===== config.mk =====
export PLATFORM = sky130hd
export DESIGN_NAME = max_sum_submatrix_core
export DESIGN_NICKNAME = d
export VERILOG_FILES = /design/src/hw/rtl/mss_pkg.sv /design/src/hw/rtl/mss_ram.sv /design/src/hw/rtl/mss_scan.sv /design/src/hw/rtl/max_sum_submatrix_core.sv
export SDC_FILE = /design/constraint.sdc
export NUM_CORES = 2
export LEC_CHECK = 0
export ABC_CLOCK_PERIOD_IN_PS = 7400
export BUFFER_PORTS_ARGS = -buffer_cell sky130_fd_sc_hd__buf_2
export CORE_MARGIN = 8
export CORE_UTILIZATION = 39
export CTS_BUF_LIST = sky130_fd_sc_hd__clkbuf_4
export CTS_CLUSTER_SIZE = 20
export DETAILED_ROUTE_END_ITERATION = 10
export PLACE_DENSITY_LB_ADDON = 0.15
export SLEW_MARGIN = 10
export SYNTH_ARGS = -nofsm -noshare
export SYNTH_HDL_FRONTEND = slang
export SYNTH_MEMORY_MAX_BITS = 65536
export SYNTH_SLANG_ARGS = --single-unit

===== constraint.sdc =====
create_clock -name clk -period 7.4 [get_ports clk]
set_input_delay 1.11 -clock clk [delete_from_list [all_inputs] [get_ports clk]]
set_output_delay 1.11 -clock clk [all_outputs]
set_load 0.02 [all_outputs]

===== src/hw/rtl/mss_pkg.sv =====
// Shared types and constants for the maximum-sum submatrix core.
// No dependencies; imported by mss_scan and the top level.
package mss_pkg;

  localparam int VALUE_W = 16;  // matrix element width, signed
  localparam int OUT_W   = 23;  // result width, unsigned
  localparam int CNT_W   = 5;   // row/column count register width

  localparam int CNT_RESET = 16;

  // Configuration register indexes
  localparam logic [0:0] REG_ROW_COUNT = 1'b0;
  localparam logic [0:0] REG_COL_COUNT = 1'b1;

  typedef enum logic [1:0] {
    ST_LOAD,
    ST_SCAN,
    ST_FINISH
  } state_t;

  // Scan engine status back to the top level
  typedef struct packed {
    logic             done;
    logic [OUT_W-1:0] best;
  } scan_status_t;

endpackage


===== src/hw/rtl/mss_ram.sv =====
// Generic simple dual-port RAM: one write port, one registered read port.
// Read-first on a same-address collision. No dependencies.
module mss_ram #(
  parameter int WIDTH = 16,
  parameter int DEPTH = 256
) (
  input  logic                                   clk,
  input  logic                                   we,
  input  logic [(DEPTH > 1 ? $clog2(DEPTH) : 1)-1:0] waddr,
  input  logic [WIDTH-1:0]                       wdata,
  input  logic [(DEPTH > 1 ? $clog2(DEPTH) : 1)-1:0] raddr,
  output logic [WIDTH-1:0]                       rdata
);

  logic [WIDTH-1:0] mem [DEPTH];

  always_ff @(posedge clk) begin
    if (we) begin
      mem[waddr] <= wdata;
    end
    rdata <= mem[raddr];
  end

endmodule


===== src/hw/rtl/mss_scan.sv =====
// Strip scan engine: walks every left/right column pair, accumulates strip row
// sums in a RAM and runs Kadane down the rows. Depends on mss_pkg and mss_ram.
module mss_scan #(
  parameter int MAX_ROWS = 16,
  parameter int MAX_COLS = 16
) (
  input  logic                                       clk,
  input  logic                                       rst,
  input  logic                                       start,
  input  logic [$clog2(MAX_ROWS+1)-1:0]              rows,
  input  logic [$clog2(MAX_COLS+1)-1:0]              cols,
  output logic [(MAX_ROWS*MAX_COLS > 1 ? $clog2(MAX_ROWS*MAX_COLS) : 1)-1:0] mat_raddr,
  input  logic [mss_pkg::VALUE_W-1:0]                mat_rdata,
  output mss_pkg::scan_status_t                      status
);
  import mss_pkg::*;

  localparam int RW    = $clog2(MAX_ROWS + 1);
  localparam int CW    = $clog2(MAX_COLS + 1);
  localparam int RIW   = (MAX_ROWS > 1) ? $clog2(MAX_ROWS) : 1;
  localparam int CIW   = (MAX_COLS > 1) ? $clog2(MAX_COLS) : 1;
  localparam int DEPTH = MAX_ROWS * MAX_COLS;
  localparam int AW    = (DEPTH > 1) ? $clog2(DEPTH) : 1;
  localparam int ACC_W = VALUE_W + $clog2(DEPTH) + 1;

  // Issue stage
  logic           busy;
  logic [RIW-1:0] row;
  logic [CIW-1:0] left;
  logic [CIW-1:0] right;
  logic [AW-1:0]  addr;
  logic           last_row;
  logic           last_col;
  logic           last_left;

  // Accumulate stage
  logic                    s1_valid;
  logic [RIW-1:0]          s1_row;
  logic                    s1_first;
  logic                    s1_last;
  logic                    s1_fresh;
  logic                    s1_final;
  logic signed [ACC_W-1:0] s1_new;
  logic signed [ACC_W-1:0] elem_ext;
  logic signed [ACC_W-1:0] strip_rdata;
  logic signed [ACC_W-1:0] strip_cur;
  logic                    fwd_hit;
  logic signed [ACC_W-1:0] fwd_data;

  // Kadane stage
  logic                    s2_valid;
  logic signed [ACC_W-1:0] s2_new;
  logic                    s2_first;
  logic                    s2_last;
  logic                    s2_final;
  logic signed [ACC_W-1:0] run;
  logic signed [ACC_W-1:0] top;
  logic signed [ACC_W-1:0] best;
  logic signed [ACC_W-1:0] run_in;
  logic signed [ACC_W-1:0] top_in;
  logic signed [ACC_W-1:0] sum;
  logic signed [ACC_W-1:0] top_new;
  logic signed [ACC_W-1:0] best_next;
  logic                    done;
  logic [OUT_W-1:0]        best_sat;

  assign last_row  = (RW'(row) == rows - RW'(1));
  assign last_col  = (CW'(right) == cols - CW'(1));
  assign last_left = (CW'(left) == cols - CW'(1));
  assign mat_raddr = addr;

  always_ff @(posedge clk) begin
    if (rst) begin
      busy <= 1'b0;
    end else if (start) begin
      busy <= 1'b1;
    end else if (busy && last_row && last_col && last_left) begin
      busy <= 1'b0;
    end
  end

  // Row-major address of (row, right) advances by cols per row
  always_ff @(posedge clk) begin
    if (start) begin
      row   <= '0;
      left  <= '0;
      right <= '0;
      addr  <= '0;
    end else if (busy) begin
      if (last_row) begin
        row <= '0;
        if (last_col) begin
          left  <= left + CIW'(1);
          right <= left + CIW'(1);
          addr  <= AW'(left) + AW'(1);
        end else begin
          right <= right + CIW'(1);
          addr  <= AW'(right) + AW'(1);
        end
      end else begin
        row  <= row + RIW'(1);
        addr <= addr + AW'(cols);
      end
    end
  end

  always_ff @(posedge clk) begin
    if (rst) begin
      s1_valid <= 1'b0;
    end else begin
      s1_valid <= busy;
    end
  end

  always_ff @(posedge clk) begin
    s1_row   <= row;
    s1_first <= (row == '0);
    s1_last  <= last_row;
    s1_fresh <= (left == right);
    s1_final <= last_left;
  end

  mss_ram #(
    .WIDTH (ACC_W),
    .DEPTH (MAX_ROWS)
  ) u_strip_ram (
    .clk   (clk),
    .we    (s1_valid),
    .waddr (s1_row),
    .wdata (s1_new),
    .raddr (row),
    .rdata (strip_rdata)
  );

  // With a single row the next pass reads the entry being written: bypass it
  always_ff @(posedge clk) begin
    fwd_hit  <= s1_valid && (s1_row == row);
    fwd_data <= s1_new;
  end

  assign elem_ext  = {{(ACC_W-VALUE_W){mat_rdata[VALUE_W-1]}}, mat_rdata};
  assign strip_cur = fwd_hit ? fwd_data : strip_rdata;
  // First column of a strip starts the row sums over
  assign s1_new    = s1_fresh ? elem_ext : strip_cur + elem_ext;

  always_ff @(posedge clk) begin
    if (rst) begin
      s2_valid <= 1'b0;
    end else begin
      s2_valid <= s1_valid;
    end
  end

  always_ff @(posedge clk) begin
    s2_new   <= s1_new;
    s2_first <= s1_first;
    s2_last  <= s1_last;
    s2_final <= s1_final;
  end

  always_comb begin
    run_in    = s2_first ? '0 : run;
    top_in    = s2_first ? '0 : top;
    sum       = run_in + s2_new;
    top_new   = (sum > top_in) ? sum : top_in;
    best_next = (s2_last && (top_new > best)) ? top_new : best;
  end

  always_ff @(posedge clk) begin
    if (start) begin
      best <= '0;
    end else if (s2_valid) begin
      run  <= (sum < 0) ? '0 : sum;
      top  <= top_new;
      best <= best_next;
    end
  end

  always_ff @(posedge clk) begin
    if (rst) begin
      done <= 1'b0;
    end else begin
      done <= s2_valid && s2_last && s2_final;
    end
  end

  // best is never negative; clip to the output range
  generate
    if (ACC_W - 1 > OUT_W) begin : g_sat
      assign best_sat = (|best[ACC_W-2:OUT_W]) ? {OUT_W{1'b1}} : best[OUT_W-1:0];
    end else begin : g_ext
      assign best_sat = OUT_W'(best[ACC_W-2:0]);
    end
  endgenerate

  assign status.done = done;
  assign status.best = best_sat;

endmodule


===== src/hw/rtl/max_sum_submatrix_core.sv =====
// Top level of the maximum-sum submatrix core: config registers, matrix load,
// result register. Depends on mss_pkg, mss_ram and mss_scan.
//
//  channel  | signals                       | direction
//  ---------+-------------------------------+-----------------------------
//  input    | in_valid, in_stall, value     | one matrix element, row-major
//  output   | out_valid, out_stall, max_sum | one sum per full matrix
//  config   | cfg_write, cfg_index, cfg_data| row_count (0), col_count (1)
//
// Loading takes one element per cycle while in_stall is low. After the last
// element the strip scan issues one matrix RAM read per row per column pair,
// then the pipeline drains and the result is handed off; input is stalled
// meanwhile. Reset sets both counts to 16 and restarts loading. A stalled
// result sits in the output register while the next matrix loads.
module max_sum_submatrix_core #(
  parameter int MAX_ROWS = 16,
  parameter int MAX_COLS = 16
) (
  input  logic                           clk,
  input  logic                           rst,
  input  logic                           cfg_write,
  input  logic [0:0]                     cfg_index,
  input  logic [mss_pkg::CNT_W-1:0]      cfg_data,
  input  logic                           in_valid,
  output logic                           in_stall,
  input  logic signed [mss_pkg::VALUE_W-1:0] value,
  output logic                           out_valid,
  input  logic                           out_stall,
  output logic [mss_pkg::OUT_W-1:0]      max_sum
);
  import mss_pkg::*;

  localparam int RW    = $clog2(MAX_ROWS + 1);
  localparam int CW    = $clog2(MAX_COLS + 1);
  localparam int DEPTH = MAX_ROWS * MAX_COLS;
  localparam int AW    = (DEPTH > 1) ? $clog2(DEPTH) : 1;
  localparam int TW    = $clog2(DEPTH + 1);

  logic [CNT_W-1:0] row_count;
  logic [CNT_W-1:0] col_count;
  logic [RW-1:0]    rows_eff;
  logic [CW-1:0]    cols_eff;
  logic [TW-1:0]    total;
  logic [TW-1:0]    load_count;
  logic [TW-1:0]    load_idx;
  logic             in_accept;
  logic             last_elem;
  logic             out_free;

  state_t state;
  state_t state_next;

  logic [AW-1:0]      mat_raddr;
  logic [VALUE_W-1:0] mat_rdata;
  scan_status_t       status;

  // A count of zero acts as one; anything above the array size is clipped
  always_comb begin
    if (row_count == '0) begin
      rows_eff = RW'(1);
    end else if (int'(row_count) > MAX_ROWS) begin
      rows_eff = RW'(MAX_ROWS);
    end else begin
      rows_eff = RW'(row_count);
    end
    if (col_count == '0) begin
      cols_eff = CW'(1);
    end else if (int'(col_count) > MAX_COLS) begin
      cols_eff = CW'(MAX_COLS);
    end else begin
      cols_eff = CW'(col_count);
    end
  end

  assign total     = TW'(rows_eff) * TW'(cols_eff);
  assign load_idx  = (load_count >= total) ? '0 : load_count;
  assign in_accept = in_valid && !in_stall;
  assign last_elem = (load_idx + TW'(1) == total);
  assign out_free  = !out_valid || !out_stall;

  always_ff @(posedge clk) begin
    if (rst) begin
      row_count <= CNT_W'(CNT_RESET);
      col_count <= CNT_W'(CNT_RESET);
    end else if (cfg_write) begin
      unique case (cfg_index)
        REG_ROW_COUNT: row_count <= cfg_data;
        REG_COL_COUNT: col_count <= cfg_data;
        default: ;
      endcase
    end
  end

  // Any register write restarts the matrix load
  always_ff @(posedge clk) begin
    if (rst || cfg_write) begin
      load_count <= '0;
    end else if (in_accept) begin
      load_count <= last_elem ? '0 : load_idx + TW'(1);
    end
  end

  mss_ram #(
    .WIDTH (VALUE_W),
    .DEPTH (DEPTH)
  ) u_matrix_ram (
    .clk   (clk),
    .we    (in_accept),
    .waddr (load_idx[AW-1:0]),
    .wdata (value),
    .raddr (mat_raddr),
    .rdata (mat_rdata)
  );

  mss_scan #(
    .MAX_ROWS (MAX_ROWS),
    .MAX_COLS (MAX_COLS)
  ) u_scan (
    .clk       (clk),
    .rst       (rst),
    .start     (in_accept && last_elem),
    .rows      (rows_eff),
    .cols      (cols_eff),
    .mat_raddr (mat_raddr),
    .mat_rdata (mat_rdata),
    .status    (status)
  );

  always_ff @(posedge clk) begin
    if (rst) begin
      state <= ST_LOAD;
    end else begin
      state <= state_next;
    end
  end

  always_comb begin
    state_next = state;
    in_stall   = 1'b1;
    unique case (state)
      ST_LOAD: begin
        in_stall = 1'b0;
        if (in_valid && last_elem) begin
          state_next = ST_SCAN;
        end
      end
      ST_SCAN: begin
        if (status.done) begin
          state_next = ST_FINISH;
        end
      end
      ST_FINISH: begin
        // Hold until the output register can take the sum
        if (out_free) begin
          state_next = ST_LOAD;
        end
      end
      default: state_next = ST_LOAD;
    endcase
  end

  always_ff @(posedge clk) begin
    if (rst) begin
      out_valid <= 1'b0;
    end else if (state == ST_FINISH && out_free) begin
      out_valid <= 1'b1;
    end else if (!out_stall) begin
      out_valid <= 1'b0;
    end
  end

  always_ff @(posedge clk) begin
    if (state == ST_FINISH && out_free) begin
      max_sum <= status.best;
    end
  end

endmodule


* Word level (Yosys, flattened, before mapping)
Memories as Yosys holds them, arrays and structs flattened. A register that Yosys moved wholly into a read port is not among the register bits.
Index checks and enable logic that the tools add are counted.
** Cells by class
- Muxes and demuxes :: 28
- Reduce and logical (&&, ||, !) cells :: 27
- Divide/modulo/power cells :: 0
- Shift-type cells :: 0
- Bitwise gates (word level) :: 2
- Add/sub/neg operators :: 11
- Equality and inequality tests :: 12
- $mul :: 1
- $lt $le $gt $ge :: 6
** Operators with widths (number)
- $mux 25 :: 5
- $gt 25x25->1 :: 2
- $add 25x16->25 :: 1
- $add 25x25->25 :: 1
- $lt 25x1->1 const B :: 1
- $mux 5 :: 4
- $mux 9 :: 2
- $mux 8 :: 2
- $eq 4x5->1 :: 3
- $add 4x1->4 const B :: 3
- $logic_and 1x1->1 :: 11
- $add 4x1->5 const B :: 2
- $gt 5x5->1 const B :: 2
- $logic_not 5->1 :: 2
- $reduce_and 2->1 :: 5
- $sub 5x1->5 const B :: 2
- $add 9x1->9 const B :: 1
- $eq 9x9->1 :: 1
- $ge 9x9->1 :: 1
- $mul 5x5->9 :: 1
- $mux 1 :: 9
- $add 8x5->8 :: 1
- $eq 4x4->1 :: 2
- $mux 4 :: 2
- 13 further kinds :: 21
** Storage, ports and cells
- Memories kept :: 2
- Register bits after elaboration :: 181
- Latch bits :: 0
- Input bits :: 27
- Word-level logic and storage cells :: 116
- Bits in read-only memories :: 0
- Bits in writable memories :: 4496
** Memory list
- u_matrix_ram.mem :: words 256, width 16, rd ports 1, clocked after Yosys merged registers in 1, wr ports 1, RTL line mss_ram.sv:15 : logic [WIDTH-1:0] mem [DEPTH];
- u_scan.u_strip_ram.mem :: words 16, width 25, rd ports 1, clocked after Yosys merged registers in 1, wr ports 1, RTL line mss_ram.sv:15

* Longest topological paths before layout
- Word-level depth :: 11
- Mapped depth :: 34

* Cells and area by module
From an unflattened synthesis, not the netlist that was laid out.
** Second synthesis, totals
- Cell total of the unflattened synthesis :: 9527
- Area, all modules :: 187498.6 um2
** Modules (own cells, without submodules)
- mss_ram at u_matrix_ram :: times used 1, cells an instance 7360, area an instance 158714.7 um2
- mss_ram at u_scan.u_strip_ram :: times used 1, cells an instance 660, area an instance 15551.2 um2
- mss_scan :: times used 1, cells an instance 1186, area an instance 10224.8 um2
- max_sum_submatrix_core :: times used 1, cells an instance 321, area an instance 3007.9 um2

* Worst setup path before layout
No wires, ideal clock.
- Kind :: reg-to-reg
- Start point :: register col_count[4]
- End point :: register u_scan.run[0] (enable)
- Required time :: 6987 ps
- Slack :: -490 ps
- Period minus slack after synthesis :: 7890 ps
- Data arrival time :: 7477 ps
- Stages on the path, launching flop included :: 30
- Path through :: dfxtp_1 > clkbuf_1 > inv_1 > nand2_1 > or2_2 > fa_1 > fa_1 > fa_1 > inv_1 > ha_1 > a21o_1 > a21oi_1 > xor2_1 > ha_1 > a41oi_1 > o21ai_0 > a21oi_1 > o21a_1 > clkbuf_1 > nand2_1 > inv_1 > ha_1 > nand3_1 > nor3_1 > xor2_1 > o211ai_1 > xnor2_1 > nor3_1 > nand4_1 > and2_1
** On the way
- Longest elaborated chain between the ends :: 11
** RTL lines
- from (decl) :: RTL line max_sum_submatrix_core.sv:40 : logic [CNT_W-1:0] col_count;
- from (signal assigned) :: RTL line max_sum_submatrix_core.sv:84 : col_count <= CNT_W'(CNT_RESET);
- from (signal assigned) :: RTL line max_sum_submatrix_core.sv:88 : REG_COL_COUNT: col_count <= cfg_data;
- $gt 5x5->1 :: RTL line max_sum_submatrix_core.sv:68 : end else if (int'(col_count) > MAX_COLS) begin
- $mux 5 :: RTL line max_sum_submatrix_core.sv:68
- $mux 5 * :: RTL line max_sum_submatrix_core.sv:66 : if (col_count == '0) begin
- $mul 5x5->9 * :: RTL line max_sum_submatrix_core.sv:75 : assign total = TW'(rows_eff) * TW'(cols_eff);
- $ge 9x9->1 :: RTL line max_sum_submatrix_core.sv:76 : assign load_idx = (load_count >= total) ? '0 : load_count;
- $mux 9 :: RTL line max_sum_submatrix_core.sv:76
- $add 9x1->9 :: RTL line max_sum_submatrix_core.sv:78 : assign last_elem = (load_idx + TW'(1) == total);
- $eq 9x9->1 * :: RTL line max_sum_submatrix_core.sv:78
- $logic_and 1x1->1 * :: RTL line max_sum_submatrix_core.sv:121 : .start (in_accept && last_elem),
- $not 1->1 (no source line) *
- $reduce_and 2->1 (no source line) *
- to (signal assigned) :: RTL line mss_scan.sv:173 : run <= (sum < 0) ? '0 : sum;
- to (decl) :: RTL line mss_scan.sv:56 : logic signed [ACC_W-1:0] run;
Every way passes the cells marked *; elsewhere a longest branch is shown, timed or not.
A chain may end at the register's enable or synchronous reset.

* Final worst setup path
- Start point :: register row_count[4]
- End point :: register u_scan.run[17] (enable)
** On the way
- Longest elaborated chain between the ends :: 11
** RTL lines
- from (decl) :: RTL line max_sum_submatrix_core.sv:39 : logic [CNT_W-1:0] row_count;
- from (signal assigned) :: RTL line max_sum_submatrix_core.sv:83 : row_count <= CNT_W'(CNT_RESET);
- from (signal assigned) :: RTL line max_sum_submatrix_core.sv:87 : REG_ROW_COUNT: row_count <= cfg_data;
- $gt 5x5->1 :: RTL line max_sum_submatrix_core.sv:61 : end else if (int'(row_count) > MAX_ROWS) begin
- $mux 5 :: RTL line max_sum_submatrix_core.sv:61
- $mux 5 * :: RTL line max_sum_submatrix_core.sv:59 : if (row_count == '0) begin
- $mul 5x5->9 * :: RTL line max_sum_submatrix_core.sv:75
- $ge 9x9->1 :: RTL line max_sum_submatrix_core.sv:76
- $mux 9 :: RTL line max_sum_submatrix_core.sv:76
- $add 9x1->9 :: RTL line max_sum_submatrix_core.sv:78
- $eq 9x9->1 * :: RTL line max_sum_submatrix_core.sv:78
- $logic_and 1x1->1 * :: RTL line max_sum_submatrix_core.sv:121
- $not 1->1 (no source line) *
- $reduce_and 2->1 (no source line) *
Marked as above.

==> out/qor.yml <==
route:
  post_drt_wl_per_cell_um: 28.7
  wl_met3_mm: 28.8
  met2_wirelength_mm: 230
  highest_layer: "met4"
  vias_per_cell: 5.46
  first_pass_iters: 6
  drc: 0
  drtIter0Drc: 8953
  vias: 91400
  routed_wl_mm: 481
  wl_met1_mm: 212
  ant_nets: 0
synthesis:
  synth.largest_area_cell: "edfxtp_1"
  synth_edf_count: 4569
  postSynth.asyncResetShare_pct: 0
  yosysSeqAreaShare_pct: 75.8
  ys_top_cells_by_area: "edfxtp_1 74%, mux4_2 18%, dfxtp_1 1.6%, ha_1 0.95%, nor2_1 0.77%"
  ys_ff_latch: 4718
  syn-num-nets: 8355
  netlist-cell-type-count: 69
  syn_area_per_cell_um2: 22.6
  synthesis.area_um2: 185000
  synthFlopType: "edfxtp_1"
  synthCells: 8176
  yosys_warnings: 0
  netlist.area_leader.share_pct: 74.2
grt:
  grt_max_degree: 193
  antenna_found_initial: 35
  first_global_vias: 96200
  overflow: 0
  grt_pass1_wl_mm: 689
  grtUsageTotal_pct: 19.2
layout:
  final_nets: 9834
  design_area_um2: 212000
  fin_util_pct: 44.8
  nFillCells: 40500
  multi_input_area_um2: 43100
  drive_gt1_share_pct: 39.8
  final_common_cell: "edfxtp_1"
  syn2layout_area_growth_pct: 14.7
  final_cell_mix: "4,569 x edfxtp_1, 1,888 x clkbuf_4, 1,485 x mux4_2"
  seq_area_um2: 140000
place:
  hpwl_mm: 287
  routabilityCongestion: 0.804
  place_area_um2: 196000
  portBuffers: 51
timing:
  skew_ns: 0.125
  max_slew_margin_pct: 12.9
  rsz0062_at_grt: "no"
  min_period_ns: 6.93
  fin_crit_sh_pct: 93.7
  slew_viol_final: 0
  tightest_slew_ns: 1.30
  finalHoldViolCount: 0
  fmax_mhz: 144
  finalSetupViolations: 0
  fin_tns_setup_ns: 0
power_and_ir_drop:
  power.total_uw: 81000
  vdd_drop_max_mv: 0.242
  powerDensity_nw_per_um2: 382
  p_leak_uw: 0.0688
worst_setup_path:
  cp.arrival_ns: 8.31
  worstPathRequired_ns: 8.78
  crit_fanout: 26
  path_class: "reg -> reg"
  cp_slowest_stage_delay_ns: 0.55
  worstSetupEndpointType: "flop"
  cpMaxStageDelayCell: "fa_1"
  cp-start-kind: "flop"
clock_network:
  worst_skew_pair.late_latency_ns: 1.69
  cts.sinks: 4718
  cts_max_level: 7
  cts_root_buf: "clkbuf_4"
  cts-buffers-inserted: 1308
  clockBufferDepth: 5
  cts_tree: "yes"
  path_clk_slew_ns: 0.07
floorplan:
  die_area_um2: 496000
  die_x_um: 705
  start_util_pct: 39.1
  core_um2: 474000
  ioPinCount: 52
  rows: 253
  die_height_um: 705
run_status:
  status: "completed"
hold_path:
  hp-class: "reg -> reg"
flow_run:
  cap_violations: 0
## synthesized netlist by cell type (7+ instances only)
master / n
nand2b_1: 44
fa_1: 11
mux2i_1: 39
nor2_1: 379
and3_1: 9
nand3_1: 56
ha_1: 141
o211ai_1: 11
and4_1: 7
o21ai_0: 74
buf_2: 88
nor3b_1: 10
xnor2_1: 41
o21a_1: 18
nor2b_1: 46
xor2_1: 45
mux2_2: 26
nand2_1: 146
edfxtp_1: 4569
buf_1: 50
nand4_1: 16
nor3_1: 43
inv_1: 104
a21oi_1: 90
a21o_1: 26
and2_1: 29
o31ai_1: 10
mux4_2: 1485
or3_1: 10
or2_2: 7
a211oi_1: 15
dfxtp_1: 149
clkbuf_1: 289
## repair_timing
action,in CTS,in global routing
endpoints found under the hold margin,1550,0
setup buffers,0,7
resized for setup,0,18
hold buffers,37,0
endpoints found under the setup margin,0,102
## cells by family after synthesis
family                     count (synthesis)  share of synthesized area, %
xor gates and xnor gates                  86                         0.407
DFF                                     4718                          75.8
AOI/OAI and AO/OA                        309                          1.06
adders and majority gates                152                          1.07
muxes                                   1550                          18.5
and+or+nand+nor                          826                          2.05
buffers and inverters                    534                          1.15
other                                      1                       0.00203
## per-layer routing
layer	track usage (%)	up-vias
li1	-	38300
met1	27.0	49300
met2	30.2	3158
met3	3.90	717
met4	6.49	0
met5	0	-
## layout make-up
cell class	instances	share of cell area, %
repair buffers	597	2.40
inverters	105	0.186
flip-flops and latches	4718	66.1
clock buffers	1888	6.68
clock inverters	227	0.608
well taps	6247	3.68
diodes	38	0.0448
multi-input cells	2925	20.3
## through the flow
stage          std cells  setup WS [ns]  hold WS, ns
6_report           16700          0.469        0.311
5_1_grt            16700         0.0217        0.163
4_1_cts            16700          0.211       0.0364
3_5_place_dp       14500          0.252        0.316
3_3_place_gp       14500          0.302        0.311
2_1_floorplan       8176         0.0433        0.310
## power by group
part	switching, uW	internal (uW)	total, uW
Clock	10300	12100	22300
Combinational	15200	11500	26700
Sequential	835	31100	32000
## worst max-delay path: cells and delay by family, from the launching register on
family,cells,cell delay [ns]
and+or+nand+nor,8,1.61
buffers and inverters,5,0.64
adders and majority gates,6,2.29
DFF,1,0.37
AOI/OAI and AO/OA,6,1.15
xor gates and xnor gates,3,0.61
## registers in the layout (all words and copies together), names as in the netlist, 4 cells and up
signal	cells
u_scan.row	4
u_scan.top	25
u_scan.best	25
max_sum	23
col_count	5
u_scan.s1_row	4
load_count	9
row_count	5
u_scan.u_strip_ram.rdata	25
u_matrix_ram.rdata	16
u_scan.u_strip_ram.mem	400
u_scan.run	25
u_scan.fwd_data	25
u_scan.right	4
u_scan.left	4
u_matrix_ram.mem	4096
u_scan.mat_raddr	8
## final timing paths
| path | end | startpoint | cells after the start | slack (ns) |
|---|---|---|---|---|
| setup reg to reg | u_scan.run[17]$_SDFFCE_PN0P_ | row_count[4]$_SDFFE_PP1P_ | 28 | 0.47 |
| setup / recovery | u_scan.run[17]$_SDFFCE_PN0P_ | row_count[4]$_SDFFE_PP1P_ | 28 | 0.47 |
| hold reg to reg | u_scan.s2_first$_DFF_P_ | u_scan.s1_first$_DFF_P_ | 0 | 0.31 |
| hold / removal | u_scan.s2_first$_DFF_P_ | u_scan.s1_first$_DFF_P_ | 0 | 0.31 |
(Power assumes the default switching activity.)
